==> src/rtl/core/dce_pkg.sv <==
`timescale 1ns / 1ps

package dce_pkg;

	// Completion pulse length in ticks and the width of its counter.
	localparam int unsigned IRQ_PULSE_TICKS = 100000;
	localparam int unsigned PULSE_W = 17;

	// Register window offsets relative to the base address.
	localparam logic [31:0] OFF_SOURCE = 32'd0;
	localparam logic [31:0] OFF_TARGET = 32'd4;
	localparam logic [31:0] OFF_COUNT = 32'd8;
	localparam logic [31:0] OFF_START = 32'd12;

	// Address step and full word length of one transfer.
	localparam logic [31:0] WORD_STEP = 32'd4;
	localparam logic [2:0] WORD_BYTES = 3'd4;

	// Input commands.
	typedef enum logic [1:0] {
		CMD_REG_WRITE = 2'd0,
		CMD_TICK = 2'd1,
		CMD_READ_RETURN = 2'd2,
		CMD_CLEAR = 2'd3
	} cmd_t;

	// Bus request kinds.
	typedef enum logic [1:0] {
		REQ_NONE = 2'd0,
		REQ_READ = 2'd1,
		REQ_WRITE = 2'd2
	} req_t;

	// Transfer phase.
	typedef enum logic {
		PHASE_READ = 1'b0,
		PHASE_WRITE = 1'b1
	} phase_t;

	// One input item.
	typedef struct packed {
		cmd_t command;
		logic [31:0] access_address;
		logic signed [31:0] write_value;
		logic [31:0] read_data;
	} item_t;

	// One result item.
	typedef struct packed {
		req_t bus_request;
		logic [31:0] bus_address;
		logic [31:0] bus_data;
		logic [2:0] bus_bytes;
		logic interrupt;
		logic busy_res;
	} result_t;

endpackage

==> src/rtl/core/dce_in_stage.sv <==
`timescale 1ns / 1ps

module dce_in_stage (
	input logic clk,
	input logic arst_n,
	input logic in_valid,
	output logic in_ready,
	input dce_pkg::item_t in_item,
	output logic valid_s1,
	output dce_pkg::item_t item_s1,
	input logic advance
);

	// The stage takes a new beat when it is empty or its item moves on.
	assign in_ready = !valid_s1 || advance;

	// Valid flag of the input register.
	always_ff @(posedge clk or negedge arst_n) begin
		if (!arst_n) begin
			valid_s1 <= 1'b0;
		end else if (in_ready) begin
			valid_s1 <= in_valid;
		end
	end

	// Payload of the input register.
	always_ff @(posedge clk) begin
		if (in_ready && in_valid) begin
			item_s1 <= in_item;
		end
	end

endmodule

==> src/rtl/core/dce_core.sv <==
`timescale 1ns / 1ps

module dce_core (
	input logic clk,
	input logic arst_n,
	input logic fire,
	input dce_pkg::item_t item_s1,
	input logic [31:0] base_address,
	output dce_pkg::result_t result
);

	logic [31:0] source_pointer_q, source_pointer_d;
	logic [31:0] target_pointer_q, target_pointer_d;
	logic [31:0] remaining_count_q, remaining_count_d;
	logic running_q, running_d;
	dce_pkg::phase_t phase_q, phase_d;
	logic [31:0] held_word_q, held_word_d;
	logic [dce_pkg::PULSE_W-1:0] pulse_q, pulse_d;
	logic [31:0] offset;
	logic count_finishes;
	logic count_short;

	assign offset = item_s1.access_address - base_address;
	// Signed count of at most four ends the transfer on this write.
	assign count_finishes = remaining_count_q[31] || (remaining_count_q <= 32'd4);
	assign count_short = (remaining_count_q >= 32'd1) && (remaining_count_q <= 32'd3);

	// Next state and result of the item in the input register.
	always_comb begin
		source_pointer_d = source_pointer_q;
		target_pointer_d = target_pointer_q;
		remaining_count_d = remaining_count_q;
		running_d = running_q;
		phase_d = phase_q;
		held_word_d = held_word_q;
		pulse_d = pulse_q;
		result.bus_request = dce_pkg::REQ_NONE;
		result.bus_address = '0;
		result.bus_data = '0;
		result.bus_bytes = '0;

		unique case (item_s1.command)
			dce_pkg::CMD_REG_WRITE: begin
				if (offset == dce_pkg::OFF_SOURCE) begin
					source_pointer_d = item_s1.write_value;
				end else if (offset == dce_pkg::OFF_TARGET) begin
					target_pointer_d = item_s1.write_value;
				end else if (offset == dce_pkg::OFF_COUNT) begin
					remaining_count_d = item_s1.write_value;
				end else if (offset == dce_pkg::OFF_START) begin
					running_d = (item_s1.write_value > 32'sd0);
				end
			end
			dce_pkg::CMD_TICK: begin
				if (pulse_q != '0) begin
					pulse_d = pulse_q - 1'b1;
				end else if (running_q) begin
					if (phase_q == dce_pkg::PHASE_READ) begin
						result.bus_request = dce_pkg::REQ_READ;
						result.bus_address = source_pointer_q;
						result.bus_bytes = dce_pkg::WORD_BYTES;
						phase_d = dce_pkg::PHASE_WRITE;
					end else begin
						result.bus_request = dce_pkg::REQ_WRITE;
						result.bus_address = target_pointer_q;
						result.bus_data = held_word_q;
						result.bus_bytes = count_short ? remaining_count_q[2:0]
							: dce_pkg::WORD_BYTES;
						phase_d = dce_pkg::PHASE_READ;
						if (!count_finishes) begin
							source_pointer_d = source_pointer_q + dce_pkg::WORD_STEP;
							target_pointer_d = target_pointer_q + dce_pkg::WORD_STEP;
							remaining_count_d = remaining_count_q - dce_pkg::WORD_STEP;
						end else begin
							source_pointer_d = '0;
							target_pointer_d = '0;
							remaining_count_d = '0;
							running_d = 1'b0;
							pulse_d = dce_pkg::PULSE_W'(dce_pkg::IRQ_PULSE_TICKS);
						end
					end
				end
			end
			dce_pkg::CMD_READ_RETURN: begin
				held_word_d = item_s1.read_data;
			end
			dce_pkg::CMD_CLEAR: begin
				source_pointer_d = '0;
				target_pointer_d = '0;
				remaining_count_d = '0;
				running_d = 1'b0;
				phase_d = dce_pkg::PHASE_READ;
				pulse_d = '0;
			end
			default: begin
			end
		endcase

		result.interrupt = (pulse_d != '0);
		result.busy_res = running_d;
	end

	// Engine state, updated once per processed beat.
	always_ff @(posedge clk or negedge arst_n) begin
		if (!arst_n) begin
			source_pointer_q <= '0;
			target_pointer_q <= '0;
			remaining_count_q <= '0;
			running_q <= 1'b0;
			phase_q <= dce_pkg::PHASE_READ;
			held_word_q <= '0;
			pulse_q <= '0;
		end else if (fire) begin
			source_pointer_q <= source_pointer_d;
			target_pointer_q <= target_pointer_d;
			remaining_count_q <= remaining_count_d;
			running_q <= running_d;
			phase_q <= phase_d;
			held_word_q <= held_word_d;
			pulse_q <= pulse_d;
		end
	end

endmodule

==> src/rtl/core/dce_out_stage.sv <==
`timescale 1ns / 1ps

module dce_out_stage (
	input logic clk,
	input logic arst_n,
	input logic load,
	input dce_pkg::result_t result,
	output logic advance,
	output logic out_valid,
	input logic out_ready,
	output dce_pkg::result_t out_result
);

	logic valid_q;
	dce_pkg::result_t result_q;

	// A new result may enter when the register is empty or being drained.
	assign advance = !valid_q || out_ready;
	assign out_valid = valid_q;
	assign out_result = result_q;

	// Valid flag of the result register.
	always_ff @(posedge clk or negedge arst_n) begin
		if (!arst_n) begin
			valid_q <= 1'b0;
		end else if (advance) begin
			valid_q <= load;
		end
	end

	// Payload of the result register.
	always_ff @(posedge clk) begin
		if (advance && load) begin
			result_q <= result;
		end
	end

endmodule

==> src/rtl/core/dma_copy_engine_top.sv <==
`timescale 1ns / 1ps

// Channel  Dir  Handshake          Contents
// s_*      in   s_tvalid/s_tready  tuser: command; tdata: access_address, write_value, read_data
// m_*      out  m_tvalid/m_tready  tuser: bus_request; tdata: address, data, bytes, irq, busy
// APB      in   psel&penable       one register, base_address at offset 0
//
// Every input beat yields exactly one result beat, through the input register and then the result register.
// One beat is accepted per cycle while the output is not stalled; the engine state is registered per processed beat.
// A stalled output register holds its beat and back-pressures the input register.
// Reset is asynchronous and clears the engine state, the base address and all valids.

module dma_copy_engine_top (
	input logic clk,
	input logic arst_n,
	input logic s_tvalid,
	output logic s_tready,
	// [31:0] access_address, [63:32] write_value, [95:64] read_data
	input logic [95:0] s_tdata,
	// [1:0] command
	input logic [1:0] s_tuser,
	output logic m_tvalid,
	input logic m_tready,
	// [31:0] bus_address, [63:32] bus_data, [66:64] bus_bytes, [67] interrupt,
	// [68] busy_res, [71:69] zero
	output logic [71:0] m_tdata,
	// [1:0] bus_request
	output logic [1:0] m_tuser,
	input logic psel,
	input logic penable,
	input logic pwrite,
	input logic [2:0] paddr,
	input logic [31:0] pwdata,
	output logic [31:0] prdata,
	output logic pready
);

	logic [31:0] base_address_q;
	dce_pkg::item_t in_item;
	dce_pkg::item_t item_s1;
	logic valid_s1;
	logic advance;
	dce_pkg::result_t result;
	dce_pkg::result_t out_result;

	// Configuration register access.
	assign pready = 1'b1;
	assign prdata = paddr[2] ? 32'd0 : base_address_q;

	always_ff @(posedge clk or negedge arst_n) begin
		if (!arst_n) begin
			base_address_q <= '0;
		end else if (psel && penable && pwrite && pready && !paddr[2]) begin
			base_address_q <= pwdata;
		end
	end

	// Unpack the input beat.
	always_comb begin
		in_item.command = dce_pkg::cmd_t'(s_tuser);
		in_item.access_address = s_tdata[31:0];
		in_item.write_value = s_tdata[63:32];
		in_item.read_data = s_tdata[95:64];
	end

	dce_in_stage u_in_stage (
		.clk(clk),
		.arst_n(arst_n),
		.in_valid(s_tvalid),
		.in_ready(s_tready),
		.in_item(in_item),
		.valid_s1(valid_s1),
		.item_s1(item_s1),
		.advance(advance)
	);

	dce_core u_core (
		.clk(clk),
		.arst_n(arst_n),
		.fire(valid_s1 && advance),
		.item_s1(item_s1),
		.base_address(base_address_q),
		.result(result)
	);

	dce_out_stage u_out_stage (
		.clk(clk),
		.arst_n(arst_n),
		.load(valid_s1),
		.result(result),
		.advance(advance),
		.out_valid(m_tvalid),
		.out_ready(m_tready),
		.out_result(out_result)
	);

	// Pack the result beat.
	assign m_tuser = out_result.bus_request;
	assign m_tdata = {3'b000, out_result.busy_res, out_result.interrupt,
		out_result.bus_bytes, out_result.bus_data, out_result.bus_address};

endmodule
==> config.mk <==
export PLATFORM = sky130hd
export DESIGN_NAME = dma_copy_engine_top
export DESIGN_NICKNAME = d
export VERILOG_FILES = /design/src/rtl/core/dce_pkg.sv /design/src/rtl/core/dce_in_stage.sv /design/src/rtl/core/dce_core.sv /design/src/rtl/core/dce_out_stage.sv /design/src/rtl/core/dma_copy_engine_top.sv
export SDC_FILE = /design/constraint.sdc
export NUM_CORES = 1
export LEC_CHECK = 0
export BUFFER_PORTS_ARGS = -buffer_cell sky130_fd_sc_hd__buf_2
export CAP_MARGIN = 20
export CORE_UTILIZATION = 35
export DETAILED_ROUTE_END_ITERATION = 12
export GPL_TIMING_DRIVEN = 0
export HOLD_SLACK_MARGIN = 0.05
export MAX_ROUTING_LAYER = met4
export SLEW_MARGIN = 15
export SYNTH_ARGS = -nofsm -noshare
export SYNTH_HDL_FRONTEND = slang
export SYNTH_HIERARCHICAL = 1
export SYNTH_SLANG_ARGS = --single-unit
export TNS_END_PERCENT = 10
==> constraint.sdc <==
create_clock -name clk -period 4.45 [get_ports clk]
set_clock_uncertainty 0.1 [all_clocks]
set_input_delay 0.2225 -clock clk [delete_from_list [all_inputs] [get_ports clk]]
set_output_delay 0.2225 -clock clk [all_outputs]
set_load 0.02 [all_outputs]
# After elaboration in Yosys (flattened, before gate mapping)
# Cells that the tools add are included.
word_totals:
  out_inout_bits: 109
  wordCells: 117
  regBits: 350
classes:
  add_sub_neg: 5
  n_lt_le_gt_ge: 4
  eq_ne: 14
  n_mux: 43
  n_reduce_logical: 26
  bitwise_logic: 4
op_table:
  columns: ["cell", "n"]
  rows:
  - ["$mux W32", 19]
  - ["$pmux W32 S3", 3]
  - ["$mux W17", 4]
  - ["$add A32 B3 Y32 const B", 2]
  - ["$eq A32 B4 Y1 const B", 2]
  - ["$mux W34", 1]
  - ["$pmux W17 S2", 1]
  - ["$reduce_bool A17 Y1", 2]
  - ["$eq A32 B3 Y1 const B", 1]
  - ["$ge A32 B1 Y1 const B", 1]
  - ["$gt A32 B1 Y1 const B", 1]
  - ["$le A32 B2 Y1 const B", 1]
  - ["$le A32 B3 Y1 const B", 1]
  - ["$logic_not A32 Y1", 1]
  - ["$sub A32 B3 Y32 const B", 1]
  - ["$sub A32 B32 Y32", 1]
  - ["$sub A17 B1 Y17 const B", 1]
  - ["$mux W1", 11]
  - ["$ne A2 B1 Y1 const B", 5]
  - ["$reduce_and A8 Y1", 1]
  - ["$reduce_and A7 Y1", 1]
  - ["$logic_and A1 B1 Y1", 6]
  - ["$mux W3", 2]
  - ["$ne A2 B2 Y1 const B", 3]
  - ["16 further kinds", 24]

# Longest topological paths before layout
# Gate-level depths: netlist of the first run.
logic_depth:
  word_depth: 8
  depth_mapped: 17

# By module
# Netlist of the first run, hierarchy kept.
modules_own_cells:
  columns: ["mod", "cells_each", "instances", "area_per_inst_um2", "seq_area_each_um2"]
  rows:
  - ["dce_core", 1659, 1, 12473.2, 3678.5]
  - ["dce_in_stage", 102, 1, 2996.6, 2967.8]
  - ["dce_out_stage", 75, 1, 2185.8, 2157.1]
  - ["dma_copy_engine_top", 110, 1, 1586.5, 800.8]

# Worst setup path after synthesis of the first run
# Ideal clock, no wire load.
synth_timing:
  kind: "reg-to-reg"
  start: "register u_in_stage/item_s1[83] (netlist name)"
  end: "register u_out_stage.result_q (netlist bit u_out_stage/out_result[0]), data pin"
  slack_ps: 77
  required_time_ps: 4099
  n_path_buf: 4
  arrival_time_ps: 4022
  path_stages_with_launch: 16
  cell_sequence: "edfxtp_1 > ha_1 > buf_6 > a21oi_4 > nor2_1 > or4_1 > or4b_1 > nor3b_2 > nand3_1 > or4b_1 > or4_4 > buf_6 > clkbuf_1 > o211ai_1 > nand2_1 > buf_4"
synth_between:
  elab_chain_len: 7
synth_rtl:
  columns: ["element", "line", "text"]
  rows:
  - ["$sub A32 B32 Y32 (*)", "dce_core.sv:23", "assign offset = item_s1.access_address - base_address;"]
  - ["$eq A32 B4 Y1", "dce_core.sv:50", "end else if (offset == dce_pkg::OFF_START) begin"]
  - ["$mux W1", "dce_core.sv:50", null]
  - ["$mux W1", "dce_core.sv:48", "end else if (offset == dce_pkg::OFF_COUNT) begin"]
  - ["$mux W1", "dce_core.sv:46", "end else if (offset == dce_pkg::OFF_TARGET) begin"]
  - ["$mux W1 (*)", "dce_core.sv:44", "if (offset == dce_pkg::OFF_SOURCE) begin"]
  - ["$pmux W1 S3 (*)", "dce_core.sv:42", "unique case (item_s1.command)"]
  - ["named net u_core.running_d", "dce_core.sv:15", "logic running_q, running_d;"]
  - ["to (signal assigned)", "dce_out_stage.sv:34", "result_q <= result;"]
  - ["to (decl)", "dce_out_stage.sv:15", "dce_pkg::result_t result_q;"]
# Mark *: on every way through the listed nets, which the timed path passes. The rest lies on a longest branch.
# A chain may end at the register's enable or synchronous reset.

==> out/results.tsv, run 1 <==
stage	metric	value	unit
yosys	post-synthesis mux area share	0.0706	
pwr	total power draw	11.1	mW
yosys	Commonest cells post-synth	nand2_1 (221), dfrtp_1 (181), o21ai_0 (180)	
yosys	Adder-Cell Fraction of Synth Area	0.0234	
worst_setup_path	critical path's most frequent cell	or4_4	
timing	Tcrit/Tclk final	1.02	
yosys	main area contributors after synthesis	edfxtp_1 (26%), dfrtp_1 (24%), o21ai_0 (4.7%)	
status	failing checks	negative setup slack	
routing	vias per inst	5.70	
yosys	Post-Synth XOR/XNOR Area	0.00637	
floorplan	FP Rows	85	
timing	final setup vio count	18	
worst_setup_path	CP Cell Sequence	inv_1 -> ha_1 -> buf_6 -> a21oi_4 -> nor2_2 -> or4_4 -> or4b_4 -> nor3b_2 -> nand3_1 -> or4b_4 -> or4_4 -> buf_8 -> or4_4 -> nand2_1	
timing	Setup WS post-layout	-0.0862	ns
timing	clock period minus worst slack	4.54	ns
worst_setup_path	WP data required	4.78	ns
grt	largest net degree at the start of global routing	86	
clock_tree	Root Buffer	clkbuf_16	
floorplan	total die area	0.0559	mm^2
worst_hold_path	Worst Hold Class	in2async	
yosys	area leader, netlist	edfxtp_1	
yosys	simple-gate share of the synthesized area	0.193	
yosys	top-area cell type share of the netlist area	0.264	
worst_setup_path	R2R Setup Slk	-0.09	ns
worst_setup_path	Worst Path Arrival	4.87	ns
pwr	Peak supply drop	0.000261	V
yosys	post-synthesis cell area	0.0192	mm^2
place	dpl ws	-0.972	ns
timing	worst slew pin tran	1.06	ns
yosys	async set or reset register ratio after synthesis	0.517	
yosys	Synth Warn #	6	
place	GP Congestion	0.953	
timing	Max-Slew Margin vs Limit	0.290	
clock_tree	CTS Buf Count	41	
yosys	count leader, synth	nand2_1	
clock_tree	clock sink count	350	
pwr	PwrDens	446	mW/mm^2
yosys	Post-Syn Instances	1946	
final_layout	share of cells above drive strength 1	0.219	
yosys	Synth Area per Inst	9.89	um^2
worst_setup_path	Reg-to-Reg End	u_out_stage/out_result[0]	
worst_setup_path	CP peak stage delay	0.64	ns
final_layout	design area	0.0248	mm^2
final_layout	Area growth syn-to-layout	28.9	%
yosys	Synth Register Bits	350	
run	number of max-cap violations	0	
place	port buffer count	242	
floorplan	Ports	249	
yosys	EDFF count, synth	169	
clock_tree	Max Root-Sink Buffers	3	
routing	Initial DRC Count	1808	
timing	FMAX	220	MHz
clock_tree	CTS tree	done	
worst_setup_path	startpoint types	flip-flop	
worst_setup_path	endpoint class of the critical path	flip-flop	
yosys	ys flop type	dfrtp_1	
final_layout	nets	2568	
floorplan	die outline width	236	um
worst_setup_path	crit path max-delay cell type	or4_4	
timing	Min Hold Slack	0.117	ns
yosys	post-synthesis compound-gate area fraction	0.169	
routing	antenna-violating nets left	0	
timing	hold violation total from the final report	0	
floorplan	Die Y	236	um
routing	drt total wl	70.1	mm
clock_tree	htree depth	2	
pwr	LEAKAGE	10.1	nW
status	outcome	complete, but fails checks	
yosys	Seq/Total Area, Yosys	0.499	
grt	grt ovf	0	
routing	WL/cell	22.5	um
clock_tree	Skew-Pair Late Insertion Delay	0.58	ns
routing	Vias	17808	
worst_setup_path	cells on worst reg2reg path	14	
worst_setup_path	reg2reg start	base_address_q[19]	
clock_tree	clock slew at reported path FFs	0.06	ns
worst_setup_path	CP Class	reg2reg	
routing	drt drc	0	
yosys	largest family of logic cells by synthesized area	simple AND/OR/NAND/NOR gates	
grt	vias in the first global route	17711	
grt	Total GRT Usage	0.254	
yosys	Netlist cell types	82	
routing	TritonRoute pass-1 iters	6	
place	HPWL after DPL	49.8	mm
floorplan	core area	0.0540	mm^2
final_layout	Finished Core Util	0.459	
timing	RSZ-0062 raised after global routing	true	
floorplan	Initial Util	0.356	
worst_setup_path	crit path max fanout	5	
place	Post-DP Area	0.0214	mm^2
grt	global-route wire length before repair	106	mm
timing	max-slew violation count	0	
grt	initial antenna violation count	1	
## report_power, final
group          leakage, nW  internal, mW  total, mW  switching [mW]
Clock                0.645          1.92       3.37            1.45
Combinational         5.49          1.29       3.30            2.01
Sequential            3.92          3.91       4.38           0.477
## critical path, delay by kind of cell, from the launching register on
family / cells / cell delay [ns]
DFF: 1 / 0.34
and+or+nand+nor: 9 / 3.18
adders and majority gates: 1 / 0.29
AOI/OAI and AO/OA: 1 / 0.12
buffers and inverters: 3 / 0.36
## layer usage
metal / wire length [um] / global-route usage / vias to the layer above
li1: - / - / 8102
met1: 28700 / 0.319 / 8703
met2: 33400 / 0.409 / 822
met3: 4850 / 0.0349 / 181
met4: 3130 / 0.112 / 0
met5: 0 / - / -
## cells by family after synthesis
kind of cell | Yosys count
multiplexers | 115
flip-flops | 350
XOR/XNOR | 14
AO/OA/AOI/OAI | 508
AND/OR/NAND/NOR | 746
adder cells (fa/ha/maj) | 36
buffers and inverters | 175
other | 2
## cells in the final DEF (no fill, tap or decap), types with 8 or more instances in the layout
cell type,n
buf_2,246
nand2_1,221
dfrtp_1,181
edfxtp_1,169
o21ai_0,139
dlygate4sd3_1,137
nor2_1,132
a21oi_1,76
clkbuf_1,70
nor3_1,66
inv_1,61
nand3_1,57
nor2b_1,48
mux2_2,45
o211ai_1,45
and2_1,44
clkbuf_16,43
mux2i_1,40
o21ai_1,38
o22ai_1,34
buf_4,32
ha_1,32
mux2_4,30
nor4_1,27
nand4_1,23
o31ai_1,22
and3_1,21
o21a_1,18
nor3_2,18
a31oi_1,15
a21o_1,13
o31a_1,13
or3_1,11
clkbuf_2,10
nand2b_1,9
o2bb2ai_1,9
xor2_1,8
or4_1,8
## stage by stage
step	instances	TNS [ns]
global route	3122	-7.23
floorplan	1948	0
global placement	2886	-115.05
finish	3122	-0.582
detailed placement	2890	-57.20
CTS	3116	-0.124
## timing repair
item	in CTS	in global routing
pin swaps	15	49
gates cloned	1	1
setup buffers	16	8
endpoints found under the setup margin	98	98
resized for setup	67	112
hold buffers	137	0
endpoints found under the hold margin	237	0
## registers in the layout, indices dropped and copies added (netlist names)
name and count:
u_core/running_q 1, base_address_q 32, u_core/pulse_q 17, u_out_stage/out_result 71, u_core/remaining_count_q 32, u_out_stage/out_valid 1, u_core/target_pointer_q 32, u_core/held_word_q 32
u_in_stage/valid_s1 1, u_core/source_pointer_q 32, u_core/phase_q 1, u_in_stage/item_s1 98
## area by class of cell
class | instances | area, um^2
diodes | 1 | 2.50
plain buffers | 105 | 591
clock buffers | 54 | 1120
clock inverters | 22 | 214
fillers | 5110 | 29200
inverters | 62 | 233
multi-input cells | 1423 | 9220
flip-flops and latches | 350 | 9600
well taps | 696 | 871
repair buffers | 409 | 2940
## how the worst max path moves through the flow
stage	startpoint	to	slack (ns)	cells after the start
2_1_floorplan	u_in_stage/item_s1[83]	u_out_stage/out_result[0]	0.08	15
3_3_place_gp	base_address_q[1]	u_out_stage/out_result[0]	-0.96	15
3_5_place_dp	base_address_q[1]	u_out_stage/out_result[0]	-0.97	15
4_1_cts	base_address_q[8]	u_out_stage/out_result[0]	-0.06	16
5_1_grt	base_address_q[19]	u_out_stage/out_result[0]	-0.22	15
6_report	base_address_q[19]	u_out_stage/out_result[0]	-0.09	14
Power figures use the tool's default switching activity.
==> run 2, diff against run 1 <==
Settings changed: CELL_PAD_IN_SITES_DETAIL_PLACEMENT from default to 0, CELL_PAD_IN_SITES_GLOBAL_PLACEMENT from default to 2, CORE_UTILIZATION 35 to 34, PLACE_DENSITY_LB_ADDON from default to 0.1.
==> out/results.tsv, run 2 (synthesis gave the netlist of run 1 again) <==
stage	metric	value	unit	change
status	outcome	complete, but fails checks		
status	failing checks	negative setup slack		
pwr	sw frac	0.356		about the same
routing	TritonRoute pass-1 iters	6		unchanged
floorplan	core area	0.0555	mm^2	+2.8%
grt	Total GRT Usage	0.256		+0.00143
place	port buffer count	242		unchanged
routing	met3 wire len	3.68	mm	-24%
routing	drt total wl	72.3	mm	+3.1%
floorplan	Initial Util	0.347		-0.00960
worst_setup_path	crit path max fanout	8		+3
floorplan	FP Rows	86		+1.2%
place	Post-DP Area	0.0215	mm^2	+0.31%
place	HPWL after DPL	52.2	mm	+4.8%
floorplan	die outline width	240	um	+1.4%
worst_setup_path	endpoint class of the critical path	flip-flop		
final_layout	fillers	5483		+7.3%
grt	largest net degree at the start of global routing	76		-12%
timing	Fin Setup TNS	-0.207	ns	+0.375 ns
worst_setup_path	WP data required	4.80	ns	+0.02 ns
pwr	LEAKAGE	10.1	nW	about the same
place	dpl ws	-0.997	ns	-0.0247 ns
final_layout	Area growth syn-to-layout	29.4	%	
floorplan	Ports	249		unchanged
timing	Tcrit/Tclk final	1.01		-0.0108
timing	hold violation total from the final report	0		unchanged
clock_tree	htree depth	2		unchanged
grt	global-route wire length before repair	108	mm	+1.4%
final_layout	Finished Core Util	0.448		-0.0105
pwr	Comb pwr share	0.296		-0.003
grt	initial antenna violation count	1		unchanged
routing	vias per inst	5.49		-3.8%
timing	Max-Slew Margin vs Limit	0.216		-0.0749
final_layout	sequential cell area	0.00960	mm^2	unchanged
clock_tree	clock slew at reported path FFs	0.06	ns	about the same
pwr	Clock power frac	0.310		+0.005
pwr	total power draw	11.1	mW	+0.69%
routing	met2 routed WL	35.1	mm	+4.9%
clock_tree	CTS tree	done		
clock_tree	CTS Buf Count	42		+2.4%
timing	clock period minus worst slack	4.49	ns	-0.0482 ns
timing	final setup vio count	12		-6
place	GP Congestion	0.912		-4.3%
timing	Setup WS post-layout	-0.0380	ns	+0.0482 ns
clock_tree	Max Root-Sink Buffers	3		unchanged
floorplan	Die Y	240	um	+1.4%
clock_tree	Root Buffer	clkbuf_16		
final_layout	nets	2561		-0.27%
final_layout	design area	0.0249	mm^2	+0.41%
routing	antenna-violating nets left	0		unchanged
clock_tree	Skew-Pair Late Insertion Delay	0.59	ns	about the same
final_layout	area occupied by multi-input gates	0.00931	mm^2	+0.95%
routing	Vias	17377		-2.4%
worst_hold_path	Worst Hold Class	in2async		
timing	FMAX	223	MHz	+1.1%
routing	Initial DRC Count	1242		-31%
grt	vias in the first global route	17291		-2.4%
worst_setup_path	Worst Path Arrival	4.84	ns	-0.03 ns
grt	grt ovf	0		unchanged
pwr	P_sw	3.96	mW	+0.60%
routing	metal1 wirelength	30.8	mm	+7.5%
pwr	part of the power in registers	0.395		about the same
final_layout	most common cell after layout, fill and taps aside	buf_2		
pwr	Peak supply drop	0.000299	V	+15%
final_layout	commonest non-fill, non-tap cells in the layout	buf_2 (247), nand2_1 (221), dfrtp_1 (181), edfxtp_1 (169), o21ai_0 (155)		
worst_setup_path	startpoint types	flip-flop		
timing	worst slew pin tran	1.17	ns	+0.102 ns
final_layout	largest reg by FF count	u_in_stage/item_s1		
routing	drt drc	0		unchanged
pwr	Internal Dissipation	7.17	mW	+0.73%
clock_tree	clock sink count	350		unchanged
worst_setup_path	CP Class	reg2reg		
routing	max layer used	met4		
pwr	PwrDens	447	mW/mm^2	+0.28%
timing	RSZ-0062 raised after global routing	true		
routing	WL/cell	22.8	um	+1.6%
final_layout	max reg flops	98		unchanged
timing	max-slew violation count	0		unchanged
floorplan	total die area	0.0575	mm^2	+2.9%
final_layout	share of cells above drive strength 1	0.223		+0.00426
run	number of max-cap violations	0		unchanged
[run 2: changes by cell type in the layout (fill, tap and decap cells not counted), moves of 3 or more]
| cell | before | now |
|---|---|---|
| clkinv_2 | 5 | 8 |
| o21ai_0 | 139 | 155 |
| clkbuf_2 | 10 | 20 |
| buf_8 | 6 | 3 |
| clkbuf_1 | 70 | 60 |
| o21ai_1 | 38 | 22 |
| clkinv_1 | 4 | 9 |
| buf_4 | 32 | 22 |
| buf_6 | 5 | 8 |
[run 2: per-stage QoR]
step,hold WS (ns),cells
after floorplan,-0.173,1948
after global placement,0.300,2938
after detailed placement,0.110,2941
after CTS,0.0841,3166
after global routing,0.133,3168
final,0.0693,3168
[run 2: path summary, 6_finish.rpt]
path,from,to,slack (ns),depth (start not counted)
max in group asynchronous,arst_n,u_core/held_word_q[26],3.07,4
min in group clk,penable,base_address_q[28],0.18,4
setup / recovery,base_address_q[5],u_core/source_pointer_q[12],-0.04,15
hold reg to reg,u_in_stage/item_s1[0],u_core/held_word_q[0],0.37,1
setup reg to reg,base_address_q[5],u_core/source_pointer_q[12],-0.04,15
hold / removal,arst_n,u_core/source_pointer_q[24],0.07,2
[run 2: power groups by stage]
| stage | combinational [mW] | sequential (mW) | clock, mW |
|---|---|---|---|
| after floorplan | 2.00 | 4.31 | 0 |
| after global placement | 2.94 | 4.43 | 0 |
| after detailed placement | 2.98 | 4.43 | 0 |
| after CTS | 3.21 | 4.38 | 3.54 |
| after global routing | 3.59 | 4.46 | 3.65 |
| final | 3.29 | 4.39 | 3.45 |
[run 2: layout make-up]
type | instances | share of cell area
clock inverter | 25 | 0.00990
timing repair buffer | 400 | 0.114
clock buffer | 53 | 0.0451
multi-input combinational | 1423 | 0.374
inverter | 62 | 0.00935
antenna | 1 | 0.000101
tap | 748 | 0.0376
buffer | 106 | 0.0246
sequential | 350 | 0.386
[run 2: critical path, stage by stage, from the launching register on]
cell,delay [ns]
dfrtp_1,0.39
inv_1,0.06
ha_1,0.40
nand2_1,0.10
o21a_1,0.18
o211ai_1,0.49
a311oi_2,0.22
a311oi_1,0.31
nand4_1,0.15
or4b_4,0.55
or4_4,0.65
buf_8,0.18
clkbuf_16,0.14
buf_4,0.17
nor3_4,0.19
o22ai_2,0.07
[run 2: per-layer routing]
layer / global-route usage / vias to the layer above
li1: - / 8093
met1: 0.318 / 8556
met2: 0.424 / 578
met3: 0.0339 / 150
met4: 0.0942 / 0
met5: - / -
[run 2: repair_timing]
item | CTS | global route
pin swaps | 21 | 31
gates cloned | 1 | 0
setup endpoints to repair | 98 | 98
hold buffers | 136 | 0
hold endpoints to repair | 264 | 0
resized for setup | 100 | 72
setup buffers | 16 | 2
==> run 3, diff against run 2 <==
Settings changed: CORE_UTILIZATION 34 to 35.
Clock period 4.45 ns to 4.8 ns, I/O delays scaled along.
==> out/results.tsv, run 3 (synthesis gave the netlist of run 1 again) <==
stage	metric	value	unit	change
status	outcome	finished clean		
pwr	P_sw	3.64	mW	-8.0%
clock_tree	clock slew at reported path FFs	0.06	ns	about the same
routing	drt total wl	72.5	mm	+0.33%
routing	TritonRoute pass-1 iters	7		+1
worst_setup_path	crit path max-delay cell type	or4_4		
place	HPWL after DPL	52.3	mm	about the same
pwr	PwrDens	424	mW/mm^2	-5.1%
timing	Tcrit/Tclk final	0.988		-0.0209
final_layout	Area growth syn-to-layout	28.0	%	
final_layout	nets	2559		-0.078%
timing	Setup WS post-layout	0.0594	ns	+0.0974 ns
routing	antenna-violating nets left	0		unchanged
worst_setup_path	WP data required	5.15	ns	+0.35 ns
grt	largest net degree at the start of global routing	75		-1.3%
grt	met1 global-route usage	0.338		+0.0201
clock_tree	clock sink count	350		unchanged
final_layout	share of cells above drive strength 1	0.205		-0.0176
place	DP Cell Count	2891		-1.7%
clock_tree	htree depth	2		unchanged
timing	final setup vio count	0		-12
grt	most used routing layer	met2		
routing	WL/cell	23.3	um	+1.9%
worst_setup_path	endpoint class of the critical path	flip-flop		
timing	RSZ-0062 raised after global routing	true		
worst_setup_path	worst path buffer plus inverter count	4		unchanged
timing	worst slew pin tran	1.08	ns	-0.0903 ns
grt	grt ovf	0		unchanged
grt	vias in the first global route	17273		-0.10%
place	port buffer count	242		unchanged
final_layout	max reg flops	98		unchanged
place	GP Congestion	0.926		+1.5%
worst_hold_path	Worst Hold Class	in2async		
timing	Max-Slew Margin vs Limit	0.283		+0.0674
worst_setup_path	crit path max fanout	10		+2
run	number of max-cap violations	0		unchanged
worst_setup_path	startpoint types	flip-flop		
place	dpl ws	-0.676	ns	+0.321 ns
floorplan	core area	0.0540	mm^2	-2.7%
grt	global-route wire length before repair	109	mm	+0.96%
floorplan	Die Y	236	um	-1.4%
floorplan	FP Rows	85		-1.2%
final_layout	largest reg by FF count	u_in_stage/item_s1		
worst_setup_path	Worst Path Arrival	5.09	ns	+0.25 ns
floorplan	Initial Util	0.356		+0.00960
pwr	Clock power frac	0.325		+0.015
worst_setup_path	CP peak stage delay	0.64	ns	about the same
grt	global-route met2 utilization	0.430		+0.00552
pwr	Peak supply drop	0.000280	V	-6.4%
floorplan	die outline width	236	um	-1.4%
grt	Total GRT Usage	0.264		+0.00842
pwr	Internal Dissipation	6.81	mW	-5.1%
worst_setup_path	delay-heaviest family, CP	simple AND/OR/NAND/NOR gates		
final_layout	fin cells	3118		-1.6%
pwr	Comb pwr share	0.287		-0.009
routing	Initial DRC Count	1372		+10%
clock_tree	CTS tree	done		
pwr	part of the power in registers	0.389		-0.006
routing	Vias	17393		+0.092%
routing	drt drc	0		unchanged
timing	max-slew violation count	0		unchanged
routing	vias per inst	5.58		+1.7%
pwr	LEAKAGE	10.0	nW	-0.67%
timing	clock period minus worst slack	4.74	ns	+0.253 ns
grt	initial antenna violation count	5		+4
pwr	sw frac	0.349		-0.00718
worst_setup_path	CP Cell Sequence	inv_1 -> ha_1 -> buf_6 -> a21oi_4 -> nor2_1 -> or4_4 -> or4b_4 -> nor3b_2 -> nand3_1 -> or4b_4 -> or4_4 -> buf_12 -> clkbuf_1 -> nor3_1 -> o22ai_1		
final_layout	most common cell after layout, fill and taps aside	buf_2		
clock_tree	Max Root-Sink Buffers	3		unchanged
timing	FMAX	211	MHz	-5.3%
clock_tree	Skew-Pair Late Insertion Delay	0.58	ns	about the same
grt	grt met3 use	0.0344		+0.000521
final_layout	commonest non-fill, non-tap cells in the layout	buf_2 (253), nand2_1 (221), dfrtp_1 (181), o21ai_0 (177), edfxtp_1 (169)		
worst_setup_path	CP Class	reg2reg		
floorplan	Ports	249		unchanged
clock_tree	CTS Buf Count	42		unchanged
clock_tree	Root Buffer	clkbuf_16		
timing	hold violation total from the final report	0		unchanged
floorplan	total die area	0.0559	mm^2	-2.8%
[run 3: cell count changes in the layout (fill, tap and decap cells not counted), moves of 4 or more]
| cell | before | now |
|---|---|---|
| clkinv_2 | 8 | 3 |
| nor3_2 | 18 | 2 |
| buf_2 | 247 | 253 |
| o21ai_1 | 22 | 1 |
| clkbuf_1 | 60 | 73 |
| diode_2 | 1 | 5 |
| buf_4 | 22 | 16 |
| a21oi_2 | 6 | 2 |
| nor3_1 | 65 | 83 |
| o21ai_0 | 155 | 177 |
| a21oi_1 | 75 | 79 |
| clkinv_1 | 9 | 5 |
[run 3: per-stage QoR]
step / hold WS (ns) / cell area [um^2] / setup TNS (ns) / total power [mW] / utilization
after global routing: 0.0845 / 24600 / -0.385 / 11.0 / 0.456
final: 0.0602 / 24600 / 0 / 10.4 / 0.456
after detailed placement: 0.0757 / 21500 / -28.18 / 6.87 / 0.397
after CTS: 0.0569 / 24400 / -0.187 / 10.4 / 0.452
after global placement: 0.316 / 21300 / -105.18 / 6.84 / 0.395
after floorplan: -0.156 / 19200 / 0 / 5.85 / -
[run 3: metal layers]
| layer | up-vias | part of all wire | wire, um |
|---|---|---|---|
| met3 | 147 | 0.055 | 3990 |
| li1 | 8089 | - | - |
| met5 | - | 0 | 0 |
| met4 | 0 | 0.036 | 2630 |
| met1 | 8510 | 0.43 | 31500 |
| met2 | 647 | 0.47 | 34400 |
[run 3: what timing repair did]
item,4_1_cts,5_1_grt
resized for setup,29,71
cloned,0,1
endpoints found under the setup margin,95,97
pin swaps,4,13
hold buffers,136,0
hold endpoints to repair,239,0
setup buffers,4,7
[run 3: path summary, 6_finish.rpt]
kind / slack, ns / endpoint / start / depth (start not counted)
max: 0.06 / u_core/remaining_count_q[24] / base_address_q[8] / 15
min: 0.06 / u_core/target_pointer_q[23] / arst_n / 2
max reg2reg: 0.06 / u_core/remaining_count_q[24] / base_address_q[8] / 15
min reg2reg: 0.37 / u_core/held_word_q[14] / u_in_stage/item_s1[14] / 1
max in group asynchronous: 3.40 / base_address_q[7] / arst_n / 4
min in group clk: 0.19 / base_address_q[29] / penable / 4
[run 3: power by group through the flow]
| stage | combinational (mW) | clock, mW | sequential, mW |
|---|---|---|---|
| 2_1_floorplan | 1.86 | 0 | 4.00 |
| 3_3_place_gp | 2.74 | 0 | 4.10 |
| 3_5_place_dp | 2.76 | 0 | 4.10 |
| 4_1_cts | 2.91 | 3.48 | 4.05 |
| 5_1_grt | 3.28 | 3.59 | 4.13 |
| 6_report | 3.00 | 3.39 | 4.06 |
[run 3: final cells by class]
cell class	count	area (um^2)
inverters	62	233
clock buffers	62	1240
multi-input cells	1423	9100
plain buffers	109	549
clock inverters	16	220
well taps	696	871
fillers	5184	29400
repair buffers	395	2800
flip-flops and latches	350	9600
diodes	5	12.5
